==> config.mk <==
export PLATFORM = sky130hd
export DESIGN_NAME = gcode_line_parser
export DESIGN_NICKNAME = d
export VERILOG_FILES = /design/src/glp_pkg.sv /design/src/glp_scanner.sv /design/src/gcode_line_parser.sv
export SDC_FILE = /design/constraint.sdc
export NUM_CORES = 2
export LEC_CHECK = 0
export BUFFER_PORTS_ARGS = -buffer_cell sky130_fd_sc_hd__buf_2
export CAP_MARGIN = 10
export CORE_ASPECT_RATIO = 1.4
export CORE_MARGIN = 5
export CORE_UTILIZATION = 30
export CTS_BUF_LIST = sky130_fd_sc_hd__clkbuf_4 sky130_fd_sc_hd__clkbuf_8
export CTS_CLUSTER_DIAMETER = 60
export DETAILED_ROUTE_END_ITERATION = 12
export PLACE_DENSITY_LB_ADDON = 0.08
export SLEW_MARGIN = 20
export SYNTH_ARGS = -nofsm -noshare
export SYNTH_HDL_FRONTEND = slang
export SYNTH_HIERARCHICAL = 1
export SYNTH_SLANG_ARGS = --single-unit
==> constraint.sdc <==
create_clock -name clk -period 15.41 [get_ports clk]
set_input_delay 1.541 -clock clk [delete_from_list [all_inputs] [get_ports clk]]
set_output_delay 1.541 -clock clk [all_outputs]
set_load 0.02 [all_outputs]
==> src/glp_pkg.sv <==
// ----------------------------------------------------------------------------
// glp_pkg
// Shared types and constants for the G-code line parser.
// ----------------------------------------------------------------------------
package glp_pkg;

    localparam int CFG_W = 20;
    localparam logic [31:0] MAG_CAP = 32'h8000_0000;

    localparam logic [0:0] CFG_SLOW   = 1'd0;
    localparam logic [0:0] CFG_MEDIUM = 1'd1;

    localparam logic [2:0] CMD_BLANK = 3'd0;
    localparam logic [2:0] CMD_G0    = 3'd1;
    localparam logic [2:0] CMD_G1    = 3'd2;
    localparam logic [2:0] CMD_G28   = 3'd3;
    localparam logic [2:0] CMD_G92   = 3'd4;
    localparam logic [2:0] CMD_M2    = 3'd5;
    localparam logic [2:0] CMD_ERR   = 3'd6;

    localparam logic [1:0] FEED_NONE   = 2'd0;
    localparam logic [1:0] FEED_SLOW   = 2'd1;
    localparam logic [1:0] FEED_MEDIUM = 2'd2;
    localparam logic [1:0] FEED_FAST   = 2'd3;

    typedef enum logic [6:0] {
        PH_IDLE   = 7'b0000001,
        PH_LEAD   = 7'b0000010,
        PH_SIGNED = 7'b0000100,
        PH_INT    = 7'b0001000,
        PH_POINT  = 7'b0010000,
        PH_FRAC   = 7'b0100000,
        PH_DONE   = 7'b1000000
    } phase_t;

    typedef struct packed {
        logic [7:0] char_byte;
        logic       line_end;
    } in_item_t;

    typedef struct packed {
        logic              status;
        logic [2:0]        command;
        logic              has_x;
        logic signed [31:0] x_milli;
        logic              has_y;
        logic signed [31:0] y_milli;
        logic              has_feed;
        logic [1:0]        feed_preset;
    } out_item_t;

    // per-scanner state seen by the line-end logic
    typedef struct packed {
        logic        found;
        logic        negative;
        logic [31:0] value;
    } scan_res_t;

    // value*10 + d, saturated at MAG_CAP
    function automatic logic [31:0] acc10(input logic [31:0] v, input logic [3:0] d);
        logic [35:0] t;
        t = {v, 3'b000} + {2'b00, v, 1'b0} + {32'd0, d};
        return (t > {4'd0, MAG_CAP}) ? MAG_CAP : t[31:0];
    endfunction

endpackage

==> src/glp_scanner.sv <==
// ----------------------------------------------------------------------------
// glp_scanner
// One letter-and-number scanner: latches the first letter followed by a number.
// ----------------------------------------------------------------------------
module glp_scanner #(
    parameter logic [7:0] LETTER      = 8'h47,
    parameter bit         IS_FLOAT    = 1'b0,
    parameter int         FRAC_DIGITS = 3
) (
    input  logic                clk,
    input  logic                rst_n,
    input  logic                step,
    input  logic                clear,
    input  logic [7:0]          c,
    output glp_pkg::scan_res_t  res,
    output logic [2:0]          frac_cnt
);

    glp_pkg::phase_t phase_reg, phase_next;
    logic        found_reg, found_next;
    logic        neg_reg, neg_next;
    logic [31:0] value_reg, value_next;
    logic [2:0]  fd_reg, fd_next;

    logic dig, blank, is_letter;
    logic [31:0] acc;

    assign dig       = (c >= 8'h30) && (c <= 8'h39);
    assign blank     = (c == 8'h20) || ((c >= 8'd9) && (c <= 8'd13));
    assign is_letter = ((c & 8'hDF) == LETTER);
    assign acc       = glp_pkg::acc10(value_reg, c[3:0] - 4'd0);

    always_comb
    begin
        phase_next = phase_reg;
        found_next = found_reg;
        neg_next   = neg_reg;
        value_next = value_reg;
        fd_next    = fd_reg;
        case (phase_reg)
            glp_pkg::PH_DONE:
            begin
            end
            glp_pkg::PH_INT:
            begin
                if (dig)
                    value_next = acc;
                else if (IS_FLOAT && c == 8'h2E)
                    phase_next = glp_pkg::PH_FRAC;
                else
                    phase_next = glp_pkg::PH_DONE;
            end
            glp_pkg::PH_FRAC:
            begin
                if (dig)
                begin
                    if (fd_reg < 3'(FRAC_DIGITS))
                    begin
                        value_next = acc;
                        fd_next    = fd_reg + 3'd1;
                    end
                end
                else
                    phase_next = glp_pkg::PH_DONE;
            end
            glp_pkg::PH_LEAD, glp_pkg::PH_SIGNED, glp_pkg::PH_POINT:
            begin
                if (phase_reg == glp_pkg::PH_LEAD && blank)
                begin
                end
                else if (phase_reg == glp_pkg::PH_LEAD && (c == 8'h2B || c == 8'h2D))
                begin
                    neg_next   = (c == 8'h2D);
                    phase_next = glp_pkg::PH_SIGNED;
                end
                else if (dig)
                begin
                    value_next = acc;
                    found_next = 1'b1;
                    if (phase_reg == glp_pkg::PH_POINT)
                    begin
                        if (FRAC_DIGITS > 0)
                            fd_next = 3'd1;
                        else
                            value_next = '0;
                        phase_next = glp_pkg::PH_FRAC;
                    end
                    else
                        phase_next = glp_pkg::PH_INT;
                end
                else if (IS_FLOAT && c == 8'h2E && phase_reg != glp_pkg::PH_POINT)
                    phase_next = glp_pkg::PH_POINT;
                else if (is_letter)
                begin
                    phase_next = glp_pkg::PH_LEAD;
                    neg_next   = 1'b0;
                    value_next = '0;
                    fd_next    = '0;
                end
                else
                    phase_next = glp_pkg::PH_IDLE;
            end
            default:
            begin
                // idle
                if (is_letter)
                begin
                    phase_next = glp_pkg::PH_LEAD;
                    neg_next   = 1'b0;
                    value_next = '0;
                    fd_next    = '0;
                end
            end
        endcase
    end

    always_ff @(posedge clk or negedge rst_n)
    begin
        if (!rst_n)
        begin
            phase_reg <= glp_pkg::PH_IDLE;
            found_reg <= 1'b0;
            neg_reg   <= 1'b0;
            value_reg <= '0;
            fd_reg    <= '0;
        end
        else if (clear)
        begin
            phase_reg <= glp_pkg::PH_IDLE;
            found_reg <= 1'b0;
            neg_reg   <= 1'b0;
            value_reg <= '0;
            fd_reg    <= '0;
        end
        else if (step)
        begin
            phase_reg <= phase_next;
            found_reg <= found_next;
            neg_reg   <= neg_next;
            value_reg <= value_next;
            fd_reg    <= IS_FLOAT ? fd_next : 3'd0;
        end
    end

    assign res.found    = found_reg;
    assign res.negative = neg_reg;
    assign res.value    = value_reg;
    assign frac_cnt     = fd_reg;

endmodule

==> src/gcode_line_parser.sv <==
// ----------------------------------------------------------------------------
// gcode_line_parser
// Character-serial G-code line parser with one result per line.
// ----------------------------------------------------------------------------
// Usage:
//   in_*  : one character per transfer, or a transfer with line_end set that
//           closes the line. Characters give no result; a line end gives one.
//   out_* : one result per line: command class, X/Y in thousandths, feed preset.
//   cfg_* : write port for the two feed thresholds, index 0 slow, 1 medium.
// Timing: a character updates the scanners at its transfer edge. At a line end
//   the result is formed combinationally from the scanner state and registered
//   into the result register, or into the skid register while that one is held.
// Throughput: one transfer per cycle while in_ready is high.
//   A line end may directly follow the last character and vice versa.
// Stall: the result register plus one skid register hold up to two results;
//   in_ready drops only while both are full.
// Reset: thresholds return to 300 and 800, all scanners go idle, no comment.
// ----------------------------------------------------------------------------
module gcode_line_parser #(
    parameter int LINE_MAX    = 128,
    parameter int FRAC_DIGITS = 3
) (
    input  logic                       clk,
    input  logic                       rst_n,
    input  logic                       in_valid,
    output logic                       in_ready,
    input  glp_pkg::in_item_t          in_data,
    output logic                       out_valid,
    input  logic                       out_ready,
    output glp_pkg::out_item_t         out_data,
    input  logic                       cfg_we,
    input  logic                       cfg_index,
    input  logic [glp_pkg::CFG_W-1:0]  cfg_wdata
);

    localparam int CW = $clog2(LINE_MAX);

    logic [glp_pkg::CFG_W-1:0] slow_reg, medium_reg;
    logic [CW-1:0] count_reg;
    logic in_paren_reg, dead_reg, nonblank_reg;

    logic acc, is_char, is_end, step, counted;
    logic [7:0] c, cf;
    logic [7:0] raw;

    glp_pkg::scan_res_t rg, rm, rx, ry, rf;
    logic [2:0] fdx, fdy, fdg, fdm, fdf;

    glp_pkg::out_item_t res;
    glp_pkg::out_item_t ob_reg, sk_reg;
    logic ob_v_reg, sk_v_reg;

    assign in_ready = !sk_v_reg;
    assign acc      = in_valid && in_ready;
    assign is_end   = in_data.line_end;
    assign is_char  = acc && !is_end;
    assign raw      = in_data.char_byte;
    assign counted  = is_char && (count_reg != CW'(LINE_MAX - 1));

    // comment handling and filtered character
    always_comb
    begin
        cf   = raw;
        step = 1'b0;
        if (counted && !dead_reg)
        begin
            if (in_paren_reg)
            begin
                cf   = 8'h20;
                step = 1'b1;
            end
            else if (raw == 8'h00 || raw == 8'h3B)
                step = 1'b0;
            else
            begin
                step = 1'b1;
                if (raw == 8'h28)
                    cf = 8'h20;
            end
        end
    end
    assign c = cf;

    always_ff @(posedge clk or negedge rst_n)
    begin
        if (!rst_n)
        begin
            count_reg    <= '0;
            in_paren_reg <= 1'b0;
            dead_reg     <= 1'b0;
            nonblank_reg <= 1'b0;
        end
        else if (acc && is_end)
        begin
            count_reg    <= '0;
            in_paren_reg <= 1'b0;
            dead_reg     <= 1'b0;
            nonblank_reg <= 1'b0;
        end
        else if (counted)
        begin
            count_reg <= count_reg + CW'(1);
            if (!dead_reg)
            begin
                if (in_paren_reg)
                begin
                    if (raw == 8'h29)
                        in_paren_reg <= 1'b0;
                end
                else if (raw == 8'h00 || raw == 8'h3B)
                    dead_reg <= 1'b1;
                else if (raw == 8'h28)
                    in_paren_reg <= 1'b1;
                else if (!(raw == 8'h20 || (raw >= 8'd9 && raw <= 8'd13)))
                    nonblank_reg <= 1'b1;
            end
        end
    end

    logic clr;
    assign clr = acc && is_end;

    glp_scanner #(.LETTER(8'h47), .IS_FLOAT(1'b0), .FRAC_DIGITS(FRAC_DIGITS)) u_g (
        .clk(clk), .rst_n(rst_n), .step(step), .clear(clr), .c(c), .res(rg), .frac_cnt(fdg));
    glp_scanner #(.LETTER(8'h4D), .IS_FLOAT(1'b0), .FRAC_DIGITS(FRAC_DIGITS)) u_m (
        .clk(clk), .rst_n(rst_n), .step(step), .clear(clr), .c(c), .res(rm), .frac_cnt(fdm));
    glp_scanner #(.LETTER(8'h58), .IS_FLOAT(1'b1), .FRAC_DIGITS(FRAC_DIGITS)) u_x (
        .clk(clk), .rst_n(rst_n), .step(step), .clear(clr), .c(c), .res(rx), .frac_cnt(fdx));
    glp_scanner #(.LETTER(8'h59), .IS_FLOAT(1'b1), .FRAC_DIGITS(FRAC_DIGITS)) u_y (
        .clk(clk), .rst_n(rst_n), .step(step), .clear(clr), .c(c), .res(ry), .frac_cnt(fdy));
    glp_scanner #(.LETTER(8'h46), .IS_FLOAT(1'b0), .FRAC_DIGITS(FRAC_DIGITS)) u_f (
        .clk(clk), .rst_n(rst_n), .step(step), .clear(clr), .c(c), .res(rf), .frac_cnt(fdf));

    // scale by 10 per missing fraction digit, at most FRAC_DIGITS constant steps
    function automatic logic [31:0] coord(input glp_pkg::scan_res_t r, input logic [2:0] fd);
        logic [31:0] m;
        m = r.value;
        for (int i = 0; i < FRAC_DIGITS; i++)
            if (3'(i) >= fd)
                m = glp_pkg::acc10(m, 4'd0);
        if (r.negative)
            return 32'd0 - m;
        return (m > 32'h7FFF_FFFF) ? 32'h7FFF_FFFF : m;
    endfunction

    function automatic logic code_is(input glp_pkg::scan_res_t r, input logic [31:0] n);
        return (r.value == n) && (n == 32'd0 || !r.negative);
    endfunction

    always_comb
    begin
        logic coords;
        res    = '0;
        coords = 1'b1;
        if (nonblank_reg)
        begin
            if (rg.found)
            begin
                if (code_is(rg, 32'd0))
                    res.command = glp_pkg::CMD_G0;
                else if (code_is(rg, 32'd1))
                    res.command = glp_pkg::CMD_G1;
                else if (code_is(rg, 32'd28))
                begin
                    res.command = glp_pkg::CMD_G28;
                    coords = 1'b0;
                end
                else if (code_is(rg, 32'd92))
                    res.command = glp_pkg::CMD_G92;
                else
                begin
                    res.command = glp_pkg::CMD_ERR;
                    coords = 1'b0;
                end
            end
            if (coords && rm.found)
            begin
                res.command = code_is(rm, 32'd2) ? glp_pkg::CMD_M2 : glp_pkg::CMD_ERR;
                coords = 1'b0;
            end
            if (res.command == glp_pkg::CMD_BLANK)
            begin
                res.command = glp_pkg::CMD_ERR;
                coords = 1'b0;
            end
            res.status = (res.command == glp_pkg::CMD_ERR);
            if (coords)
            begin
                if (rx.found)
                begin
                    res.has_x   = 1'b1;
                    res.x_milli = coord(rx, fdx);
                end
                if (ry.found)
                begin
                    res.has_y   = 1'b1;
                    res.y_milli = coord(ry, fdy);
                end
                if (rf.found)
                begin
                    res.has_feed = 1'b1;
                    if (rf.negative || rf.value <= {12'd0, slow_reg})
                        res.feed_preset = glp_pkg::FEED_SLOW;
                    else if (rf.value <= {12'd0, medium_reg})
                        res.feed_preset = glp_pkg::FEED_MEDIUM;
                    else
                        res.feed_preset = glp_pkg::FEED_FAST;
                end
            end
        end
    end

    // result register with skid stage; the skid only fills while in_ready is high
    always_ff @(posedge clk or negedge rst_n)
    begin
        if (!rst_n)
        begin
            ob_v_reg <= 1'b0;
            sk_v_reg <= 1'b0;
        end
        else
        begin
            if (!ob_v_reg || out_ready)
            begin
                ob_v_reg <= sk_v_reg || clr;
                sk_v_reg <= 1'b0;
            end
            else if (clr)
                sk_v_reg <= 1'b1;
        end
    end

    always_ff @(posedge clk)
    begin
        if (!ob_v_reg || out_ready)
            ob_reg <= sk_v_reg ? sk_reg : res;
        else if (clr)
            sk_reg <= res;
    end

    logic unused_fd;
    assign unused_fd = ^{fdg, fdm, fdf};

    always_ff @(posedge clk or negedge rst_n)
    begin
        if (!rst_n)
        begin
            slow_reg   <= glp_pkg::CFG_W'(300);
            medium_reg <= glp_pkg::CFG_W'(800);
        end
        else if (cfg_we)
        begin
            if (cfg_index == glp_pkg::CFG_SLOW)
                slow_reg <= cfg_wdata;
            else if (cfg_index == glp_pkg::CFG_MEDIUM)
                medium_reg <= cfg_wdata;
        end
    end

    assign out_valid = ob_v_reg;
    assign out_data  = ob_reg;

endmodule

==> results.md <==
- Status: finished, final reports clean
- Sequential share of power: 0.221
- Total CTS buffers: 87
- DRT iter0 DRCs: 3,237
- RR Endpoint: out_data[11]$_DFFE_PN_
- R2R Setup Slk: 950 ps
- Relative slew slack: 0.2558
- Setup total negative slack: 0 ps
- Clk pwr share: 0.233
- Commonest non-fill, non-tap cell in the layout: nand2_1
- Finish-stage setup viols: 0
- Total GRT Usage: 0.2094
- Die area: 177,200 sq um
- Fin area: 55,640 sq um
- Fmax: 69.16 MHz
- Skew-Pair Late Insertion Delay: 790 ps
- Num Clock Sinks: 403
- Worst Setup SP: u_y/value_reg[12]$_DFFE_PN0P_
- Bufs on Longest Clock Path: 3
- CP endpoint: out_data[11]$_DFFE_PN_
- Internal power: 3.250 mW
- Antenna violations before repair: 3
- Max Fanout on Critical Path: 14
- Switching part of the total: 0.4576
- Max-slew violation count: 0
- Fin crit period: 14,460 ps
- Die width: 357.2 microns
- Antenna Nets Post-Route: 0
- Worst slew pin tran: 1102 ps
- Post-CTS Setup Inserts: 0
- GP Congestion: 0.9126
- Lkg Pwr: 24.47 nW
- Core box area: 167,900 sq um
- Post-Route WL: 194.0 mm
- Max-cap violations: 0
- DR vias/cell: 5.806
- CTS H-tree depth: 3
- Largest net degree at the start of global routing: 68
- Yosys warning total: 6
- Port Buf Inserts: 109
- Layout cells sized above 1: 0.1001
- Die Y: 496.1 microns
- RSZ-0062 raised after global routing: false
- Remaining Overflow, GRT: 0
- Max stage delay on crit path: 620 ps
- Kind of critical path: reg2reg
- Critical Path Start Type: flip-flop
- Worst setup EP type: flip-flop
- Slowest-stage cell, CP: and2_1
- Initial Utilization: 0.3015
- IO Pins: 110
- Synth-to-layout area growth: 9.890%
- Nets: 6,977
- Crit share post-route: 0.9383
- Area after DPL: 53,590 sq um
- Worst R2R Start: u_y/value_reg[12]$_DFFE_PN0P_
- Combinational share of power: 0.546
- Vias: 50,561
- Clock Skews: 77.28 ps
- Post-DP HPWL: 152.4 mm
- Fillers: 18,041
- Row Count: 178
- Vias in the first global route: 50,488
- DR WL/cell: 22.28 microns
- Commonest cells after routing, fill and taps aside: nand2_1 (635), a21oi_1 (590), ha_1 (542), nor2_1 (483), o21ai_0 (377)
- Peak VDD IR: 0.09858 mV
- Post-Syn Area: 50,630 sq um
- Critical path required time: 16,030 ps
- CTS tree: done
- CTS root buf: clkbuf_8
- DR DRC count: 0
- Mapped Cells: 6,389
- R2r worst-path depth: 45
- DR pass1 iterations: 7
- Pwr Density: 107.7 nW/um^2
- NetSw: 2.742 mW
- Synth Area per Inst: 7.924 sq um
- HP Class: reg2reg
- Post-synth net total: 6,982
- First-pass GRT wire length: 297.1 mm
- Clock slew at reported path FFs: 60 ps
- Final Hold Fails: 0
- WP data arrival: 15,080 ps
worst max-delay path, delay by kind of cell (launching register included):
kind	cells	cell delay (ps)
buf+inv	2	370
compound gates	16	5010
fa+ha+maj	5	1640
xor+xnor	1	120
mux	2	630
flops	1	480
simple gates	19	6000
timing repair:
item | CTS | global route
endpoints found under the setup margin | 0 | 28
endpoints found under the hold margin | 0 | 0
hold buffers | 0 | 0
gates resized for setup | 0 | 2
power groups by stage:
stage,clock [mW],sequential [mW],combinational (mW)
floorplan,0,1.32,2.33
global placement,0,1.35,3.25
detailed placement,0,1.35,3.25
CTS,1.45,1.33,3.27
global route,1.49,1.34,3.61
finish,1.39,1.33,3.27
area by class of cell:
class	instances	area (sq um)	share of cell area
Multi-Input combinational cell	5433	37600	0.6758
Sequential cell	403	10830	0.1947
Tap cell	2250	2815	0.05060
Clock buffer	128	1587	0.02852
Timing Repair Buffer	233	1499	0.02694
Inverter	226	850.8	0.01529
Clock inverter	32	445.4	0.008006
Antenna cell	3	7.507	0.0001349
how the worst min path moves through the flow:
stage,from,to,slack [ps],cells after the start
CTS,u_f/phase_reg[0]$_DFFE_PN1P_,u_f/phase_reg[0]$_DFFE_PN1P_,480,2
global route,u_f/phase_reg[0]$_DFFE_PN1P_,u_f/phase_reg[0]$_DFFE_PN1P_,500,2
finish,u_f/phase_reg[0]$_DFFE_PN1P_,u_f/phase_reg[0]$_DFFE_PN1P_,480,2
floorplan,u_f/phase_reg[0]$_DFFE_PN1P_,u_f/phase_reg[0]$_DFFE_PN1P_,460,2
global placement,count_reg[6]$_DFFE_PN0P_,count_reg[6]$_DFFE_PN0P_,470,2
detailed placement,u_f/phase_reg[0]$_DFFE_PN1P_,u_f/phase_reg[0]$_DFFE_PN1P_,480,2
per-stage QoR:
stage	hold WS (ps)	setup slack [ps]	power, mW	instances	util
3_3_place_gp	473.2	1251	4.602	8545	0.3191
2_1_floorplan	456.6	2909	3.652	6389	-
4_1_cts	482.5	956.7	6.051	8705	0.3312
6_report	484.8	951.5	5.992	8708	0.3313
3_5_place_dp	478.2	994.6	4.603	8545	0.3191
5_1_grt	503.6	54.44	6.440	8707	0.3313
routing by layer:
metal  vias to the layer above  wire length (microns)  track usage
met5                         -                      0            0
met4                         0                   7909      0.08221
met3                       345                   6367      0.01939
met2                      1174                  99700       0.3933
met1                     24518                  80020       0.2437
li1                      24524                      -            -
No activity file was read; power rests on OpenSTA's default activity.
